## config.mk

```make
export PLATFORM = sky130hd
export DESIGN_NAME = linear_probe_hash_table
export DESIGN_NICKNAME = d
export VERILOG_FILES = /design/src/rtl/lpht_pkg.sv /design/src/rtl/linear_probe_hash_table.sv /design/src/rtl/lpht_ram.sv
export SDC_FILE = /design/constraint.sdc
export NUM_CORES = 2
export LEC_CHECK = 0
export BUFFER_PORTS_ARGS = -buffer_cell sky130_fd_sc_hd__buf_4
export CAP_MARGIN = 15
export CORE_AREA = 2 2 832 834
export CTS_CLUSTER_SIZE = 16
export DETAILED_ROUTE_END_ITERATION = 10
export DIE_AREA = 0 0 834 836
export GPL_TIMING_DRIVEN = 0
export PLACE_DENSITY = 0.37
export SLEW_MARGIN = 20
export SYNTH_ARGS = -nofsm -noshare
export SYNTH_HDL_FRONTEND = slang
export SYNTH_SLANG_ARGS = --single-unit
```

## constraint.sdc

```tcl
create_clock -name clk -period 11.01 [get_ports clk]
set_input_delay 1.101 -clock clk [delete_from_list [all_inputs] [get_ports clk]]
set_output_delay 1.101 -clock clk [all_outputs]
set_load 0.03 [all_outputs]
```

## src/rtl/lpht_pkg.sv

```systemverilog
`timescale 1ns / 1ps

package lpht_pkg;

    localparam int CAPACITY_DEF   = 64;
    localparam int KEY_W          = 31;
    localparam int HANDLE_W       = 32;
    localparam int TABLE_SIZE_W   = 7;
    localparam int SLOT_INDEX_W   = 6;
    localparam int ENTRY_W        = 1 + KEY_W + HANDLE_W;

    localparam logic [TABLE_SIZE_W-1:0] TABLE_SIZE_RST = 7'd64;

    typedef enum logic [1:0] {
        ST_INSERTED  = 2'd0,
        ST_FOUND     = 2'd1,
        ST_NOT_FOUND = 2'd2,
        ST_FULL      = 2'd3
    } status_t;

    typedef enum logic {
        CMD_INSERT = 1'b0,
        CMD_SEARCH = 1'b1
    } command_t;

endpackage

```

## src/rtl/linear_probe_hash_table.sv

```systemverilog
`timescale 1ns / 1ps

// channel   direction  handshake               payload
// command   in         start high, busy low    command, key, record_handle
// result    out        done strobe, one cycle  status, found_handle, slot_index
// config    in         cfg_we                  cfg_wdata (table size)
//
// an item is accepted, then the bit-serial remainder unit reduces the key to the
// home slot, one read is issued, and then the slot memory is probed one slot per
// cycle (from 1 probe up to the table size)
// after reset a clearing pass writes every slot empty, with busy high
// results cannot be stalled; done is high for exactly one cycle per item

module linear_probe_hash_table #(
    parameter int CAPACITY = lpht_pkg::CAPACITY_DEF
) (
    input  logic                                 clk,
    input  logic                                 rst_n,
    input  logic                                 cfg_we,
    input  logic [lpht_pkg::TABLE_SIZE_W-1:0]    cfg_wdata,
    input  logic                                 start,
    output logic                                 busy,
    input  lpht_pkg::command_t                   command,
    input  logic [lpht_pkg::KEY_W-1:0]           key,
    input  logic [lpht_pkg::HANDLE_W-1:0]        record_handle,
    output logic                                 done,
    output lpht_pkg::status_t                    status,
    output logic [lpht_pkg::HANDLE_W-1:0]        found_handle,
    output logic [lpht_pkg::SLOT_INDEX_W-1:0]    slot_index
);

    import lpht_pkg::*;

    localparam int AW    = $clog2(CAPACITY);
    localparam int SZW   = AW + 1;
    localparam int DCW   = $clog2(KEY_W);

    typedef enum logic [2:0] {
        S_CLEAR,
        S_IDLE,
        S_DIV,
        S_ISSUE,
        S_PROBE
    } state_t;

    state_t                  state_reg, state_next;
    logic [TABLE_SIZE_W-1:0] table_size_reg, table_size_next;
    command_t                cmd_reg, cmd_next;
    logic [KEY_W-1:0]        key_reg, key_next;
    logic [KEY_W-1:0]        key_sh_reg, key_sh_next;
    logic [HANDLE_W-1:0]     handle_reg, handle_next;
    logic [SZW-1:0]          size_reg, size_next;
    logic [SZW-1:0]          rem_reg, rem_next;
    logic [DCW-1:0]          div_cnt_reg, div_cnt_next;
    logic [AW-1:0]           slot_reg, slot_next;
    logic [SZW-1:0]          cnt_reg, cnt_next;
    logic [AW-1:0]           clr_reg, clr_next;
    logic                    done_reg, done_next;
    status_t                 status_reg, status_next;
    logic [HANDLE_W-1:0]     found_handle_reg, found_handle_next;
    logic [SLOT_INDEX_W-1:0] slot_index_reg, slot_index_next;

    logic                    ram_we;
    logic [AW-1:0]           ram_waddr;
    logic [ENTRY_W-1:0]      ram_wdata;
    logic [AW-1:0]           ram_raddr;
    logic [ENTRY_W-1:0]      ram_rdata;

    logic [SZW-1:0]          size_eff;
    logic [SZW:0]            rem_shift;
    logic [SZW:0]            rem_sub;
    logic [SZW-1:0]          rem_new;
    logic [SZW-1:0]          slot_plus;
    logic [AW-1:0]           slot_inc;
    logic                    rd_valid;
    logic [KEY_W-1:0]        rd_key;
    logic [HANDLE_W-1:0]     rd_handle;
    logic                    last_probe;

    lpht_ram #(
        .WIDTH (ENTRY_W),
        .DEPTH (CAPACITY)
    ) u_slots (
        .clk   (clk),
        .we    (ram_we),
        .waddr (ram_waddr),
        .wdata (ram_wdata),
        .raddr (ram_raddr),
        .rdata (ram_rdata)
    );

    assign rd_valid  = ram_rdata[ENTRY_W-1];
    assign rd_key    = ram_rdata[HANDLE_W +: KEY_W];
    assign rd_handle = ram_rdata[HANDLE_W-1:0];

    always_comb
    begin
        if (table_size_reg == '0)
        begin
            size_eff = SZW'(1);
        end
        else if (32'(table_size_reg) > CAPACITY)
        begin
            size_eff = SZW'(CAPACITY);
        end
        else
        begin
            size_eff = SZW'(table_size_reg);
        end
    end

    // one remainder bit per cycle, rem stays below size
    assign rem_shift = {rem_reg, key_sh_reg[KEY_W-1]};
    assign rem_sub   = rem_shift - {1'b0, size_reg};
    assign rem_new   = (rem_shift >= {1'b0, size_reg}) ? rem_sub[SZW-1:0] : rem_shift[SZW-1:0];

    assign slot_plus  = {1'b0, slot_reg} + SZW'(1);
    assign slot_inc   = (slot_plus == size_reg) ? '0 : slot_plus[AW-1:0];
    assign last_probe = (cnt_reg == size_reg - SZW'(1));

    always_comb
    begin
        state_next        = state_reg;
        table_size_next   = table_size_reg;
        cmd_next          = cmd_reg;
        key_next          = key_reg;
        key_sh_next       = key_sh_reg;
        handle_next       = handle_reg;
        size_next         = size_reg;
        rem_next          = rem_reg;
        div_cnt_next      = div_cnt_reg;
        slot_next         = slot_reg;
        cnt_next          = cnt_reg;
        clr_next          = clr_reg;
        done_next         = 1'b0;
        status_next       = status_reg;
        found_handle_next = found_handle_reg;
        slot_index_next   = slot_index_reg;
        ram_we            = 1'b0;
        ram_waddr         = slot_reg;
        ram_wdata         = {1'b1, key_reg, handle_reg};
        ram_raddr         = slot_reg;

        if (cfg_we)
        begin
            table_size_next = cfg_wdata;
        end

        unique case (state_reg)
            S_CLEAR:
            begin
                ram_we    = 1'b1;
                ram_waddr = clr_reg;
                ram_wdata = '0;
                if (clr_reg == AW'(CAPACITY - 1))
                begin
                    state_next = S_IDLE;
                end
                else
                begin
                    clr_next = clr_reg + AW'(1);
                end
            end
            S_IDLE:
            begin
                if (start)
                begin
                    cmd_next     = command;
                    key_next     = key;
                    key_sh_next  = key;
                    handle_next  = record_handle;
                    size_next    = size_eff;
                    rem_next     = '0;
                    div_cnt_next = '0;
                    state_next   = S_DIV;
                end
            end
            S_DIV:
            begin
                rem_next     = rem_new;
                key_sh_next  = {key_sh_reg[KEY_W-2:0], 1'b0};
                div_cnt_next = div_cnt_reg + DCW'(1);
                if (div_cnt_reg == DCW'(KEY_W - 1))
                begin
                    slot_next  = AW'(rem_new);
                    cnt_next   = '0;
                    state_next = S_ISSUE;
                end
            end
            S_ISSUE:
            begin
                ram_raddr  = slot_reg;
                state_next = S_PROBE;
            end
            S_PROBE:
            begin
                ram_raddr = slot_inc;
                slot_next = slot_inc;
                cnt_next  = cnt_reg + SZW'(1);
                if (cmd_reg == CMD_INSERT)
                begin
                    if (!rd_valid)
                    begin
                        ram_we            = 1'b1;
                        ram_waddr         = slot_reg;
                        done_next         = 1'b1;
                        status_next       = ST_INSERTED;
                        found_handle_next = '0;
                        slot_index_next   = SLOT_INDEX_W'(slot_reg);
                        state_next        = S_IDLE;
                    end
                    else if (last_probe)
                    begin
                        done_next         = 1'b1;
                        status_next       = ST_FULL;
                        found_handle_next = '0;
                        slot_index_next   = '0;
                        state_next        = S_IDLE;
                    end
                end
                else
                begin
                    if (rd_valid && rd_key == key_reg)
                    begin
                        done_next         = 1'b1;
                        status_next       = ST_FOUND;
                        found_handle_next = rd_handle;
                        slot_index_next   = SLOT_INDEX_W'(slot_reg);
                        state_next        = S_IDLE;
                    end
                    else if (!rd_valid || last_probe)
                    begin
                        done_next         = 1'b1;
                        status_next       = ST_NOT_FOUND;
                        found_handle_next = '0;
                        slot_index_next   = '0;
                        state_next        = S_IDLE;
                    end
                end
            end
            default:
            begin
                state_next = S_IDLE;
            end
        endcase
    end

    always_ff @(posedge clk or negedge rst_n)
    begin
        if (!rst_n)
        begin
            state_reg        <= S_CLEAR;
            table_size_reg   <= TABLE_SIZE_RST;
            cmd_reg          <= CMD_INSERT;
            key_reg          <= '0;
            key_sh_reg       <= '0;
            handle_reg       <= '0;
            size_reg         <= '0;
            rem_reg          <= '0;
            div_cnt_reg      <= '0;
            slot_reg         <= '0;
            cnt_reg          <= '0;
            clr_reg          <= '0;
            done_reg         <= 1'b0;
            status_reg       <= ST_INSERTED;
            found_handle_reg <= '0;
            slot_index_reg   <= '0;
        end
        else
        begin
            state_reg        <= state_next;
            table_size_reg   <= table_size_next;
            cmd_reg          <= cmd_next;
            key_reg          <= key_next;
            key_sh_reg       <= key_sh_next;
            handle_reg       <= handle_next;
            size_reg         <= size_next;
            rem_reg          <= rem_next;
            div_cnt_reg      <= div_cnt_next;
            slot_reg         <= slot_next;
            cnt_reg          <= cnt_next;
            clr_reg          <= clr_next;
            done_reg         <= done_next;
            status_reg       <= status_next;
            found_handle_reg <= found_handle_next;
            slot_index_reg   <= slot_index_next;
        end
    end

    assign busy         = (state_reg != S_IDLE);
    assign done         = done_reg;
    assign status       = status_reg;
    assign found_handle = found_handle_reg;
    assign slot_index   = slot_index_reg;

    a_done_single: assert property (@(posedge clk) disable iff (!rst_n)
        done_reg |=> !done_reg)
        else $error("done strobe longer than one cycle");

    a_done_idle: assert property (@(posedge clk) disable iff (!rst_n)
        done_reg |-> state_reg == S_IDLE)
        else $error("result shown while item still in work");

    a_handle_zero: assert property (@(posedge clk) disable iff (!rst_n)
        (done_reg && status_reg != ST_FOUND) |-> found_handle_reg == '0)
        else $error("handle not zero without a match");

    a_slot_zero: assert property (@(posedge clk) disable iff (!rst_n)
        (done_reg && (status_reg == ST_NOT_FOUND || status_reg == ST_FULL))
        |-> slot_index_reg == '0)
        else $error("slot index not zero on miss or full");

    a_slot_range: assert property (@(posedge clk) disable iff (!rst_n)
        (state_reg == S_PROBE || state_reg == S_ISSUE)
        |-> ({1'b0, slot_reg} < size_reg && cnt_reg < size_reg))
        else $error("probe outside the tables in use");

endmodule

```

## src/rtl/lpht_ram.sv

```systemverilog
`timescale 1ns / 1ps

module lpht_ram #(
    parameter int WIDTH = 64,
    parameter int DEPTH = 64
) (
    input  logic                     clk,
    input  logic                     we,
    input  logic [$clog2(DEPTH)-1:0] waddr,
    input  logic [WIDTH-1:0]         wdata,
    input  logic [$clog2(DEPTH)-1:0] raddr,
    output logic [WIDTH-1:0]         rdata
);

    logic [WIDTH-1:0] mem [DEPTH];

    always_ff @(posedge clk)
    begin
        if (we)
        begin
            mem[waddr] <= wdata;
        end
        rdata <= mem[raddr];
    end

endmodule
```

==> impl_metrics.py <==
metrics = {
    "clocking": {
        "root_buffer": "clkbuf_16",
        "clk_pin_slew_ps": 70,
        "hold_buffers": 1,
        "worstSkewPairLatency_ps": 1060,
        "numCtsBuffers": 478,
        "cts_setup_buffers": 0,
        "cts_max_level": 5,
        "cts_resized": 0,
        "cts_sinks": 4344,
        "cts_tree": "built",
        "clock_path_buffers": 4,
    },
    "power": {
        "power.leakage_uw": 0.0709,
        "power_uw": 60400,
        "power.density_mw_per_mm2": 290,
        "peakVddDrop_mv": 0.229,
    },
    "worst_setup_path": {
        "crit_fanout": 10,
        "cp.required_ps": 11880,
        "start_kind": "flip-flop",
        "end_kind": "flip-flop",
        "crit_arrival_ps": 8000,
        "rr_worst_depth": 16,
        "critPathKind": "flip-flop to flip-flop",
    },
    "timing": {
        "slew_viol_final": 0,
        "finalCriticalPeriod_ps": 7130,
        "tightestPinTransition_ps": 1250,
        "relSlewSlack": 0.166,
        "setup_slack_ps": 3880,
        "final_hold_viol_count": 0,
        "rsz0062_at_grt": "false",
        "skew_ps": 38.5,
        "fin_crit_sh": 0.648,
        "report.final.setup_viol": 0,
        "fmax_mhz": 140,
    },
    "placement": {
        "dp_hpwl_mm": 532,
        "place.gp.congestion": 0.833,
        "place_area_mm2": 0.193,
        "port_buffers": 115,
        "dp_slack_ps": 3890,
    },
    "global_routing": {
        "track_usage": 0.203,
        "grt_max_degree": 74,
        "gr-total-overflow": 0,
        "grt_pass1_wl_mm": 977,
        "first_global_vias": 108154,
        "antenna_found_initial": 95,
    },
    "drt": {
        "vias": 112544,
        "dr.pass1.iters": 9,
        "drc": 0,
        "ant_nets": 0,
        "drt_iter0_drc": 12992,
        "totalWireLength_mm": 732,
        "wl_per_cell_um": 31.6,
        "vias_per_cell": 4.86,
    },
    "synth": {
        "synth_compound_area_frac": 0.0540,
        "syn_inst": 12515,
        "synthDistinctLibCells": 82,
        "ys.flop_type": "edfxtp_1",
        "ys_seq_elements": 4344,
        "synthSimpleGateAreaFrac": 0.138,
        "synth_top_family_by_area": "simple AND/OR/NAND/NOR gates",
        "netlist_area_mm2": 0.172,
        "synthMuxAreaShare": 0.0329,
        "syn_avg_cell_area_um2": 13.7,
        "synth-async-reset-ratio": 0.0424,
        "synth_adder_area_share": 0.00106,
        "yosys_warnings": 0,
        "synth_edf_count": 4096,
        "synth_nets": 12604,
        "ys_seq_area_frac": 0.751,
        "synth-xor-area-share": 0.00310,
    },
    "finish": {
        "final_nets": 13570,
        "drive_gt1_frac": 0.120,
        "reg.largest.list": "u_slots.mem: 4096 flops, u_slots.rdata: 64 flops",
        "stdcell_area_mm2": 0.208,
        "final_common_cell": "edfxtp_1",
        "largest_register_ffs": 4096,
        "top_register": "u_slots.mem",
        "final_cell_mix": "edfxtp_1 (4096), nand2_1 (3278), nand3_1 (1550)",
        "syn_to_final_growth_pct": 21.2,
    },
    "floorplanning": {
        "dieArea_mm2": 0.697,
        "die_h_um": 836,
        "die_w_um": 834,
        "start_util": 0.249,
        "core_area_mm2": 0.688,
        "io_pins": 117,
        "rows": 305,
    },
    "min_path": {
        "hold_class": "primary input to flip-flop",
        "holdPathStages": 3,
    },
    "run": {
        "cap_violations": 0,
    },
    "run_status": {
        "outcome": "complete, no violations",
    },
}
## worst paths after layout
path	from	endpoint	slack [ps]
worst max-delay path	slot_reg[1]	u_slots.rdata[8]	3880
worst min-delay path	record_handle[7]	handle_reg[7]	240
worst max register to register	slot_reg[1]	u_slots.rdata[8]	3880
worst min register to register	u_slots.rdata[24]	found_handle[24]	440
max in group asynchronous	rst_n	found_handle[28]	9070
min in group asynchronous	rst_n	found_handle[5]	550
## kinds of logic (layout without fill, tap and decap cells)
kind of cell,after synthesis,after routing
AND/OR/NAND/NOR,5461,5461
XOR/XNOR,60,60
multiplexers,544,544
flip-flops,4344,4344
AO/OA/AOI/OAI,1243,1243
buffers and inverters,849,2209
adder cells (fa/ha/maj),14,14
other,0,61
## synth_stat cells, types with 74 or more instances
master,instances,area share
dfrtp_1,183,0.027
nand4_1,113,0.0041
nor2_1,178,0.0039
nand3_1,1550,0.045
o21ai_0,106,0.0031
edfxtp_1,4096,0.72
mux2_2,128,0.0084
buf_2,170,0.0050
a31oi_1,319,0.012
a221oi_1,74,0.0038
and3_1,143,0.0052
a21oi_1,118,0.0034
buf_1,102,0.0022
clkbuf_1,552,0.012
nand2_1,3278,0.072
mux2i_1,382,0.022
a222oi_1,76,0.0044
a32oi_1,221,0.011
## through the flow
step	instances	hold WS (ps)	setup TNS [ps]	utilization
after CTS	23084	128	0	0.302
after global routing	23111	190	0	0.302
after floorplan	12515	427	0	-
final	23146	237	0	0.302
after global placement	21840	429	-1256300	0.268
after detailed placement	22209	432	0	0.281
## critical path, stage by stage (launching register included)
cell and delay [ps]:
dfrtp_1 420, ha_1 260, buf_2 230, nand3b_1 130, a221oi_1 100, or2_1 240, buf_2 160, nand3_1 200
a21o_1 150, clkbuf_1 430, buf_2 880, buf_2 870, buf_2 590, a311oi_1 230, a31oi_1 680, nand4_1 650
a211o_1 600
## power by group
group	switching, µW	total (µW)	internal, µW
clock	6900	15700	8780
sequential	439	21700	21300
combinational	17700	23000	5320
total	25000	60400	35400
## layer usage
layer / vias to the layer above / track usage / wire length [µm]
li1: 49097 / - / -
met3: 760 / 0.0272 / 42100
met5: - / 0 / 78
met1: 58904 / 0.286 / 327000
met4: 10 / 0.0517 / 20600
met2: 3773 / 0.328 / 341000
## area by class of cell
cell class                 instances  area [µm²]
timing repair buffer             486        8940
antenna                           61         153
clock buffer                     672       13200
fill                           69221      480000
multi-input combinational       7322       40200
sequential                      4344      129000
tap                             9210       11500
inverter                          16        60.1
clock inverter                   202        1590
buffer                           833        3490
(Power assumes the default switching activity.)
